[config.mk]
export PLATFORM = sky130hd
export DESIGN_NAME = paged_address_translator_core_flat
export DESIGN_NICKNAME = d
export VERILOG_FILES = /design/src/hdl/pat_pkg.sv /design/src/hdl/pat_intf.sv /design/src/hdl/paged_address_translator_core.sv /design/src/flat_wrapper.sv
export SDC_FILE = /design/constraint.sdc
export NUM_CORES = 1
export LEC_CHECK = 0
export ABC_CLOCK_PERIOD_IN_PS = 8230
export BUFFER_PORTS_ARGS = -buffer_cell sky130_fd_sc_hd__buf_4
export CAP_MARGIN = 40
export CORE_UTILIZATION = 50
export CTS_CLUSTER_SIZE = 28
export DETAILED_ROUTE_END_ITERATION = 10
export GPL_TIMING_DRIVEN = 1
export PLACE_DENSITY = 0.7
export SYNTH_ARGS = -nofsm -noshare
export SYNTH_HDL_FRONTEND = slang
export SYNTH_SLANG_ARGS = --single-unit
[constraint.sdc]
create_clock -name clk -period 8.23 [get_ports clk]
set_input_delay 1.646 -clock clk [delete_from_list [all_inputs] [get_ports clk]]
set_output_delay 1.646 -clock clk [all_outputs]
set_load 0.1 [all_outputs]
[src/hdl/pat_pkg.sv]
// shared widths, codes and defaults of the paged address translator
`timescale 1ns / 1ps
`default_nettype none
package pat_pkg;

	localparam int MAX_PROCS_DEF       = 16;
	localparam int MAX_FRAME_COUNT_DEF = 128;

	localparam int PID_W      = 5;
	localparam int VAL_W      = 16;
	localparam int PS_W       = 11;
	localparam int FC_W       = 8;
	localparam int PC_W       = 8;
	localparam int PN_W       = 16;
	localparam int OFF_W      = 10;
	localparam int FRAME_W    = 7;
	localparam int PHYS_W     = 17;
	localparam int CFG_IDX_W  = 2;
	localparam int CFG_DATA_W = 11;
	localparam int DIV_W      = 17;

	localparam logic [PS_W-1:0] PAGE_SIZE_RESET   = 11'd128;
	localparam logic [PS_W-1:0] PAGE_SIZE_MAX     = 11'd1024;
	localparam logic [FC_W-1:0] FRAME_COUNT_RESET = 8'd8;

	localparam logic CMD_ALLOCATE  = 1'b0;
	localparam logic CMD_TRANSLATE = 1'b1;

	localparam logic [CFG_IDX_W-1:0] REG_PAGE_SIZE   = 2'd0;
	localparam logic [CFG_IDX_W-1:0] REG_FRAME_COUNT = 2'd1;

	typedef enum logic [2:0] {
		ST_OK         = 3'd0,
		ST_BAD_ID     = 3'd1,
		ST_NO_PAGES   = 3'd2,
		ST_BAD_ADDR   = 3'd3,
		ST_PAGE_FAULT = 3'd4,
		ST_NO_FRAMES  = 3'd5,
		ST_TABLE_FULL = 3'd6
	} status_t;

endpackage
`default_nettype wire

[src/hdl/pat_intf.sv]
// request, response and configuration channels of the paged address translator
`timescale 1ns / 1ps
`default_nettype none
interface pat_req_if import pat_pkg::*; ();
	logic             valid;
	logic             ready;
	logic             cmd;
	logic [PID_W-1:0] process_id;
	logic [VAL_W-1:0] size_or_address;

	modport source (output valid, cmd, process_id, size_or_address, input ready);
	modport sink   (input valid, cmd, process_id, size_or_address, output ready);
endinterface

interface pat_rsp_if import pat_pkg::*; ();
	logic               valid;
	logic               ready;
	status_t            status;
	logic [PID_W-1:0]   process_id_out;
	logic [PC_W-1:0]    page_count;
	logic [PN_W-1:0]    page_number;
	logic [OFF_W-1:0]   page_offset;
	logic [FRAME_W-1:0] frame_number;
	logic [PHYS_W-1:0]  physical_address;

	modport source (output valid, status, process_id_out, page_count, page_number,
		page_offset, frame_number, physical_address, input ready);
	modport sink   (input valid, status, process_id_out, page_count, page_number,
		page_offset, frame_number, physical_address, output ready);
endinterface

interface pat_cfg_if import pat_pkg::*; ();
	logic                  valid;
	logic                  ready;
	logic [CFG_IDX_W-1:0]  index;
	logic [CFG_DATA_W-1:0] data;

	modport source (output valid, index, data, input ready);
	modport sink   (input valid, index, data, output ready);
endinterface
`default_nettype wire

[src/hdl/paged_address_translator_core.sv]
// paged address translator: process table memory, serial divider and result register
// sequence: an accepted request runs the 17-step restoring divider, then the evaluate state,
// and an ok translate also the multiply and add states; a bad id or a full table skips to done
// throughput: one transaction at a time; a new request is taken only once the result has moved
// into the response register, which waits while a previous response is held back by ready
// reset: counters clear, page size 128, frame count 8; the table memory is not cleared
`timescale 1ns / 1ps
`default_nettype none
module paged_address_translator_core import pat_pkg::*; #(
	parameter int MAX_PROCS       = MAX_PROCS_DEF,
	parameter int MAX_FRAME_COUNT = MAX_FRAME_COUNT_DEF
) (
	input  wire logic  clk,
	input  wire logic  arst_n,
	pat_cfg_if.sink    cfg,
	pat_req_if.sink    req,
	pat_rsp_if.source  rsp
);

	localparam int AW  = (MAX_PROCS > 1) ? $clog2(MAX_PROCS) : 1;
	localparam int CW  = $clog2(MAX_PROCS + 1);
	localparam int DCW = $clog2(DIV_W);
	localparam logic [DCW-1:0] DIV_LAST = DCW'(DIV_W - 1);
	localparam logic [FC_W-1:0] FC_CAP =
		(MAX_FRAME_COUNT > 255) ? 8'd255 : FC_W'(MAX_FRAME_COUNT);

	typedef struct packed {
		logic [VAL_W-1:0]   size;
		logic [FRAME_W-1:0] base;
		logic [PC_W-1:0]    pages;
	} entry_t;

	typedef enum logic [2:0] {
		S_IDLE,
		S_DIV,
		S_EVAL,
		S_MUL,
		S_ADD,
		S_DONE
	} state_t;

	state_t             state_q;
	logic [PS_W-1:0]    page_size_q;
	logic [FC_W-1:0]    frame_count_q;
	logic [CW-1:0]      proc_count_q;
	logic [FC_W-1:0]    next_frame_q;
	logic [DCW-1:0]     cnt_q;
	logic               rsp_valid_q;

	logic               cmd_q;
	logic [VAL_W-1:0]   val_q;
	logic [PS_W-1:0]    ps_q;
	logic [DIV_W-1:0]   quo_q;
	logic [PS_W-1:0]    rem_q;
	entry_t             rd_q;
	logic [FRAME_W-1:0] frame_q;
	logic [17:0]        prod_q;

	status_t            res_status_q;
	logic [PID_W-1:0]   res_pid_q;
	logic [PC_W-1:0]    res_pc_q;
	logic [PN_W-1:0]    res_pn_q;
	logic [OFF_W-1:0]   res_off_q;
	logic [FRAME_W-1:0] res_frame_q;
	logic [PHYS_W-1:0]  res_phys_q;

	status_t            rsp_status_q;
	logic [PID_W-1:0]   rsp_pid_q;
	logic [PC_W-1:0]    rsp_pc_q;
	logic [PN_W-1:0]    rsp_pn_q;
	logic [OFF_W-1:0]   rsp_off_q;
	logic [FRAME_W-1:0] rsp_frame_q;
	logic [PHYS_W-1:0]  rsp_phys_q;

	entry_t             mem [MAX_PROCS];

	logic               req_acc;
	logic               cfg_acc;
	logic [PS_W-1:0]    eff_ps;
	logic [FC_W-1:0]    eff_fc;
	logic [5:0]         pid_m1;
	logic [AW-1:0]      rd_idx;
	logic [AW-1:0]      wr_idx;
	logic               bad_id;
	logic               table_full;
	logic               early_fail;
	logic [PS_W:0]      div_trial;
	logic               div_ge;
	logic [17:0]        alloc_end;
	logic               no_room;
	logic               alloc_eval;
	entry_t             wr_entry;
	logic [FRAME_W-1:0] xl_frame;
	logic               xl_ok;
	logic               rsp_free;

	assign req_acc = req.valid && req.ready;
	assign cfg_acc = cfg.valid && cfg.ready;
	assign req.ready = (state_q == S_IDLE);
	assign cfg.ready = 1'b1;

	always_comb begin
		if (page_size_q == '0) begin
			eff_ps = 11'd1;
		end else if (page_size_q > PAGE_SIZE_MAX) begin
			eff_ps = PAGE_SIZE_MAX;
		end else begin
			eff_ps = page_size_q;
		end
	end

	assign eff_fc = (frame_count_q > FC_CAP) ? FC_CAP : frame_count_q;

	assign pid_m1 = {1'b0, req.process_id} - 6'd1;
	assign rd_idx = AW'(pid_m1);
	assign wr_idx = AW'(proc_count_q);

	assign bad_id = (req.process_id == '0)
		|| (32'(req.process_id) > 32'(proc_count_q))
		|| (32'(req.process_id) > 32'(MAX_PROCS));
	assign table_full = (32'(proc_count_q) >= 32'(MAX_PROCS));
	assign early_fail = (req.cmd == CMD_TRANSLATE) ? bad_id : table_full;

	// one restoring step per cycle
	assign div_trial = {rem_q, quo_q[DIV_W-1]};
	assign div_ge    = (div_trial >= {1'b0, ps_q});

	assign alloc_end  = {10'b0, next_frame_q} + {1'b0, quo_q};
	assign no_room    = (alloc_end > {10'b0, eff_fc});
	assign alloc_eval = (state_q == S_EVAL) && (cmd_q == CMD_ALLOCATE);

	always_comb begin
		wr_entry.size  = val_q;
		wr_entry.base  = no_room ? '0 : next_frame_q[FRAME_W-1:0];
		wr_entry.pages = no_room ? '0 : quo_q[PC_W-1:0];
	end

	assign xl_frame = FRAME_W'(rd_q.base + quo_q[FRAME_W-1:0]);
	assign xl_ok    = (rd_q.pages != '0) && (val_q < rd_q.size)
		&& (quo_q < {9'b0, rd_q.pages});

	assign rsp_free = !rsp_valid_q || rsp.ready;

	always_ff @(posedge clk) begin
		if (alloc_eval) begin
			mem[wr_idx] <= wr_entry;
		end
		if (req_acc) begin
			rd_q <= mem[rd_idx];
		end
	end

	always_ff @(posedge clk or negedge arst_n) begin
		if (!arst_n) begin
			state_q       <= S_IDLE;
			page_size_q   <= PAGE_SIZE_RESET;
			frame_count_q <= FRAME_COUNT_RESET;
			proc_count_q  <= '0;
			next_frame_q  <= '0;
			cnt_q         <= '0;
			rsp_valid_q   <= 1'b0;
		end else begin
			if (cfg_acc) begin
				unique case (cfg.index)
					REG_PAGE_SIZE:   page_size_q   <= cfg.data;
					REG_FRAME_COUNT: frame_count_q <= cfg.data[FC_W-1:0];
					default: ;
				endcase
			end
			if (state_q == S_DONE && rsp_free) begin
				rsp_valid_q <= 1'b1;
			end else if (rsp.ready) begin
				rsp_valid_q <= 1'b0;
			end
			unique case (state_q)
				S_IDLE: begin
					if (req_acc) begin
						cnt_q   <= '0;
						state_q <= early_fail ? S_DONE : S_DIV;
					end
				end
				S_DIV: begin
					cnt_q <= cnt_q + 1'b1;
					if (cnt_q == DIV_LAST) begin
						state_q <= S_EVAL;
					end
				end
				S_EVAL: begin
					if (cmd_q == CMD_ALLOCATE) begin
						proc_count_q <= proc_count_q + 1'b1;
						if (!no_room) begin
							next_frame_q <= alloc_end[FC_W-1:0];
						end
						state_q <= S_DONE;
					end else begin
						state_q <= xl_ok ? S_MUL : S_DONE;
					end
				end
				S_MUL: state_q <= S_ADD;
				S_ADD: state_q <= S_DONE;
				S_DONE: begin
					if (rsp_free) begin
						state_q <= S_IDLE;
					end
				end
				default: state_q <= S_IDLE;
			endcase
		end
	end

	always_ff @(posedge clk) begin
		case (state_q)
			S_IDLE: begin
				if (req_acc) begin
					cmd_q       <= req.cmd;
					val_q       <= req.size_or_address;
					ps_q        <= eff_ps;
					rem_q       <= '0;
					quo_q       <= (req.cmd == CMD_TRANSLATE) ? {1'b0, req.size_or_address}
						: {1'b0, req.size_or_address} + {6'b0, eff_ps} - 17'd1;
					res_pc_q    <= '0;
					res_pn_q    <= '0;
					res_off_q   <= '0;
					res_frame_q <= '0;
					res_phys_q  <= '0;
					if (req.cmd == CMD_TRANSLATE) begin
						res_pid_q    <= req.process_id;
						res_status_q <= ST_BAD_ID;
					end else begin
						res_pid_q    <= table_full ? '0 : PID_W'(32'(proc_count_q) + 32'd1);
						res_status_q <= ST_TABLE_FULL;
					end
				end
			end
			S_DIV: begin
				quo_q <= {quo_q[DIV_W-2:0], div_ge};
				rem_q <= div_ge ? PS_W'(div_trial - {1'b0, ps_q}) : div_trial[PS_W-1:0];
			end
			S_EVAL: begin
				if (cmd_q == CMD_ALLOCATE) begin
					if (no_room) begin
						res_status_q <= ST_NO_FRAMES;
					end else begin
						res_status_q <= ST_OK;
						res_pc_q     <= quo_q[PC_W-1:0];
						res_frame_q  <= (quo_q != '0) ? next_frame_q[FRAME_W-1:0] : '0;
					end
				end else begin
					frame_q <= xl_frame;
					if (rd_q.pages == '0) begin
						res_status_q <= ST_NO_PAGES;
					end else if (val_q >= rd_q.size) begin
						res_status_q <= ST_BAD_ADDR;
					end else if (!xl_ok) begin
						res_status_q <= ST_PAGE_FAULT;
					end else begin
						res_status_q <= ST_OK;
						res_pn_q     <= quo_q[PN_W-1:0];
						res_off_q    <= rem_q[OFF_W-1:0];
						res_frame_q  <= xl_frame;
					end
				end
			end
			S_MUL: begin
				prod_q <= {11'b0, frame_q} * {7'b0, ps_q};
			end
			S_ADD: begin
				res_phys_q <= PHYS_W'(prod_q + {8'b0, res_off_q});
			end
			S_DONE: begin
				if (rsp_free) begin
					rsp_status_q <= res_status_q;
					rsp_pid_q    <= res_pid_q;
					rsp_pc_q     <= res_pc_q;
					rsp_pn_q     <= res_pn_q;
					rsp_off_q    <= res_off_q;
					rsp_frame_q  <= res_frame_q;
					rsp_phys_q   <= res_phys_q;
				end
			end
			default: ;
		endcase
	end

	assign rsp.valid            = rsp_valid_q;
	assign rsp.status           = rsp_status_q;
	assign rsp.process_id_out   = rsp_pid_q;
	assign rsp.page_count       = rsp_pc_q;
	assign rsp.page_number      = rsp_pn_q;
	assign rsp.page_offset      = rsp_off_q;
	assign rsp.frame_number     = rsp_frame_q;
	assign rsp.physical_address = rsp_phys_q;

endmodule
`default_nettype wire

[src/flat_wrapper.sv]
// flat-port wrapper written by rule: the top's interface ports become plain ports
module paged_address_translator_core_flat import pat_pkg::*;
#(
	parameter int MAX_PROCS       = MAX_PROCS_DEF,
	parameter int MAX_FRAME_COUNT = MAX_FRAME_COUNT_DEF
)
  (clk, arst_n, cfg_valid, cfg_index, cfg_data, cfg_ready, req_valid, req_cmd, req_process_id, req_size_or_address, req_ready, rsp_valid, rsp_status, rsp_process_id_out, rsp_page_count, rsp_page_number, rsp_page_offset, rsp_frame_number, rsp_physical_address, rsp_ready);
  pat_cfg_if cfg_i ();
  pat_req_if req_i ();
  pat_rsp_if rsp_i ();
  input  wire logic clk;
  input  wire logic arst_n;
  input wire logic [$bits(cfg_i.valid)-1:0] cfg_valid;
  input wire logic [$bits(cfg_i.index)-1:0] cfg_index;
  input wire logic [$bits(cfg_i.data)-1:0] cfg_data;
  output wire logic [$bits(cfg_i.ready)-1:0] cfg_ready;
  input wire logic [$bits(req_i.valid)-1:0] req_valid;
  input wire logic [$bits(req_i.cmd)-1:0] req_cmd;
  input wire logic [$bits(req_i.process_id)-1:0] req_process_id;
  input wire logic [$bits(req_i.size_or_address)-1:0] req_size_or_address;
  output wire logic [$bits(req_i.ready)-1:0] req_ready;
  output wire logic [$bits(rsp_i.valid)-1:0] rsp_valid;
  output wire logic [$bits(rsp_i.status)-1:0] rsp_status;
  output wire logic [$bits(rsp_i.process_id_out)-1:0] rsp_process_id_out;
  output wire logic [$bits(rsp_i.page_count)-1:0] rsp_page_count;
  output wire logic [$bits(rsp_i.page_number)-1:0] rsp_page_number;
  output wire logic [$bits(rsp_i.page_offset)-1:0] rsp_page_offset;
  output wire logic [$bits(rsp_i.frame_number)-1:0] rsp_frame_number;
  output wire logic [$bits(rsp_i.physical_address)-1:0] rsp_physical_address;
  input wire logic [$bits(rsp_i.ready)-1:0] rsp_ready;
  assign cfg_i.valid = cfg_valid;
  assign cfg_i.index = cfg_index;
  assign cfg_i.data = cfg_data;
  assign cfg_ready = cfg_i.ready;
  assign req_i.valid = req_valid;
  assign req_i.cmd = req_cmd;
  assign req_i.process_id = req_process_id;
  assign req_i.size_or_address = req_size_or_address;
  assign req_ready = req_i.ready;
  assign rsp_valid = rsp_i.valid;
  assign rsp_status = rsp_i.status;
  assign rsp_process_id_out = rsp_i.process_id_out;
  assign rsp_page_count = rsp_i.page_count;
  assign rsp_page_number = rsp_i.page_number;
  assign rsp_page_offset = rsp_i.page_offset;
  assign rsp_frame_number = rsp_i.frame_number;
  assign rsp_physical_address = rsp_i.physical_address;
  assign rsp_i.ready = rsp_ready;
  paged_address_translator_core #(.MAX_PROCS(MAX_PROCS), .MAX_FRAME_COUNT(MAX_FRAME_COUNT)) u_core (.clk(clk), .arst_n(arst_n), .cfg(cfg_i), .req(req_i), .rsp(rsp_i));
endmodule
==> impl_metrics.toml <==
[status]
outcome = "complete, no violations"

[worst_setup_path]
cp-end-kind = "flop"
cp_max_fo = 8
crit_path_frequent_cell = "ha_1"
cp.arrival_ns = 5.47
reg2reg_depth = 13
r2r-end = "u_core.res_pc_q[7]$_SDFFCE_PN0P_"
cp-start-kind = "flop"
required_ns = 8.47
path_class = "flop to flop"
rrSetupSlack_ns = 3.00
rr_startpoint = "u_core.quo_q[0]$_DFFE_PP_"
critPathMaxStageDelay_ns = 0.80
cp_slowest_cell = "a2bb2oi_1"
path_cells = "ha_1 > inv_1 > fa_1 > nor2b_1 > o31a_1 > o21ai_0 > a21oi_1 > ha_1 > o21a_1 > o221ai_1 > nand3_2 > nor3_1 > a2bb2oi_1"

[place]
port-buffer-count = 107
dpl.hpwl_um = 47960
globalplace.congestion = 0.9134

[clocking]
cts_tree = "done"
htreeDepth = 3
post_cts_resized = 0
cts.clk_slew.worst_paths_ns = 0.06
clock_latency_ns = 0.64
cts_inserted_buffers = 76
cts-root-buf = "clkbuf_16"
clock_path_buffers = 3
clkSinkCount = 780
postCtsSetupBuffers = 0
hold_buffers = 0

[detailed_routing]
final_antenna_net_count = 0
route.detailed.drc = 0
wl_per_cell_um = 23.40
wirelength_um = 77100
drt_iter0_drc = 1670
viasPerCell = 5.835
dr.pass1.iters = 5
route.vias.total = 19230

[sta]
setup_tns_ns = 0
max_freq_mhz = 191.2
slew_violations = 0
finalCritPeriodShare_pct = 63.55
setup_viol = 0
rsz0062_at_grt = "no"
fin_crit_ns = 5.230
worst_pin_slew_ns = 0.9006
finalClockSkew_ns = 0.02872
hold_viol = 0
slew_headroom_pct = 39.73

[yosys]
synth-simple-area-share_pct = 6.169
avgSynthCellArea_um2 = 16.36
synth_cell_types = 74
ys_async_sr_fraction_pct = 5.256
synthCells = 2148
yosys-top-cells-count = "edfxtp_1, inv_1, mux4_2"
synth_top_area_cell = "edfxtp_1"
synth_top_area_share_pct = 63.14
synth_edf_count = 739
synth_seq_cells = 780
synth_nets = 2376
synth.cell_area_um2 = 35150
muxShareOfSynthArea_pct = 11.22
ys_seq_area_share_pct = 66.07
synth-adder-area-share_pct = 7.718
yosysMostFrequentCell = "edfxtp_1"
synthXorXnorAreaFrac_pct = 1.545
synth_ff_type = "edfxtp_1"
synth_top_family_by_area = "multiplexers"
ys_warn_count = 0
synth_compound_area_share_pct = 4.550
ys_top_cells_by_area = "edfxtp_1, mux4_2, ha_1, dfrtp_1, fa_1"

[global_route]
overflow = 0
antenna_found_initial = 2
grt_max_degree = 67
grt_pass1_vias = 19430
grt_usage_pct = 22.24
grt_first_pass_wirelength_um = 117300

[cells_and_area]
regArea_um2 = 23220
n_fill_cell = 5078
final_nets = 2530
area_delta_synth_final_pct = 13.22
multi_input_area_um2 = 11150
drive_above_1_share_pct = 20.18
antennaDiodeCount = 0
fin_util_pct = 57.62

[worst_hold_path]
whs_path_depth = 0
min_from = "u_core.res_phys_q[10]$_SDFFCE_PN0P_"
hold_class = "flop to flop"
min_to = "u_core.rsp.physical_address[10]$_DFFE_PP_"

[power_and_ir_drop]
p_per_area_nw_per_um2 = 271.8
vdd_drop_max_mv = 0.1599
p_leak_nw = 14.07

[flow_run]
drv_cap = 0

[die]
fp.dieArea_um2 = 71360
core_area_um2 = 69070
dieWidth_um = 267.1
start_util_pct = 50.89
fp-row-count = 96
die_y_um = 267.1
ios = 109
-- area by class of cell --
| type | count | share of cell area (%) |
|---|---|---|
| Sequential cell | 780 | 58.35 |
| Multi-Input combinational cell | 1116 | 28.01 |
| Clock buffer | 101 | 5.172 |
| Tap cell | 931 | 2.927 |
| Timing Repair Buffer | 146 | 2.902 |
| Inverter | 182 | 1.717 |
| Clock inverter | 39 | 0.9181 |
-- critical path: cells and delay by family (launching register included) --
kind / cells / cell delay [ns]
flops: 1 / 0.60
simple gates: 3 / 0.96
compound gates: 6 / 2.14
buf+inv: 1 / 0.08
fa+ha+maj: 3 / 1.05
-- metrics by stage --
stage | area [um2] | hold WS, ns | worst slack, ns | std cells | total power (W)
final | 39790 | 0.4156 | 3.000 | 3295 | 0.01081
after global routing | 39790 | 0.4227 | 2.852 | 3295 | 0.01133
after CTS | 39790 | 0.4172 | 3.081 | 3295 | 0.01087
after detailed placement | 37370 | 0.4045 | 3.118 | 3155 | 0.007482
after global placement | 37280 | 0.4010 | 3.058 | 3150 | 0.007391
after floorplan | 35150 | 0.4003 | 1.801 | 2148 | 0.006795
-- power breakdown --
group | internal, W | switching, W | leakage, nW
sequential | 0.00473 | 0.000289 | 6.89
combinational | 0.000987 | 0.00142 | 5.99
clock | 0.00191 | 0.00148 | 1.18
total | 0.00763 | 0.00318 | 14.1
-- cells by family after synthesis --
logic type,Yosys count
XOR/XNOR,62
other,1
AND/OR/NAND/NOR,432
AO/OA/AOI/OAI,236
buffers and inverters,252
multiplexers,197
adder cells (fa/ha/maj),188
flip-flops,780
-- flip-flops by register name (all words and copies together), names as in the netlist, 11 cells and up --
name and count:
u_core.mem 496, u_core.ps_q 11, u_core.quo_q 17, u_core.prod_q 17
u_core.rem_q 11, u_core.rsp.physical_address 17, u_core.page_size_q 11, u_core.rsp.page_number 16
u_core.res_pn_q 16, u_core.res_phys_q 17, u_core.val_q 16, u_core.rd_q 31
-- per-layer routing --
metal  global-route usage, %  wire (um)
met1                   29.75      31000
met3                   3.062       5505
met4                   7.409       2047
met2                   37.63      38550
met5                       0          0
-- layout by cell type (no fill, tap or decap), types with 9 or more instances in the layout --
cell       instances
xnor2_1           43
nor2_1            86
o211ai_1           9
a211oi_1          12
dfrtp_1           39
and3_1            36
clkinv_1          12
o21a_1            16
mux2i_1           15
fa_1              48
nand3_1           27
nor2b_1           17
buf_4            142
clkbuf_16         78
and2_1            62
a21oi_1           66
nor4_1            11
nand4_1            9
nand2_1          105
mux4_2           155
clkinv_2          13
ha_1             139
clkbuf_1          21
inv_1            181
nor3_1            23
xor2_1            17
edfxtp_1         739
o21ai_0           40
mux2_2            27
nor2_4            13
a21o_1            19
-- how the worst max path moves through the flow --
stage	startpoint	to	slack, ns	cells past startpoint
2_1_floorplan	u_core.state_q[2]$_DFFE_PN0P_	u_core.res_off_q[0]$_SDFFCE_PN0P_	1.80	6
3_3_place_gp	req_process_id[0]	u_core.rd_q[15]$_DFFE_PP_	3.06	6
3_5_place_dp	u_core.quo_q[0]$_DFFE_PP_	u_core.res_pc_q[3]$_SDFFCE_PN0P_	3.12	13
4_1_cts	u_core.quo_q[0]$_DFFE_PP_	u_core.res_pc_q[3]$_SDFFCE_PN0P_	3.08	13
5_1_grt	u_core.quo_q[0]$_DFFE_PP_	u_core.res_pc_q[5]$_SDFFCE_PN0P_	2.85	13
6_report	u_core.quo_q[0]$_DFFE_PP_	u_core.res_pc_q[7]$_SDFFCE_PN0P_	3.00	13
Note: power is estimated with default switching activity, not from simulation.
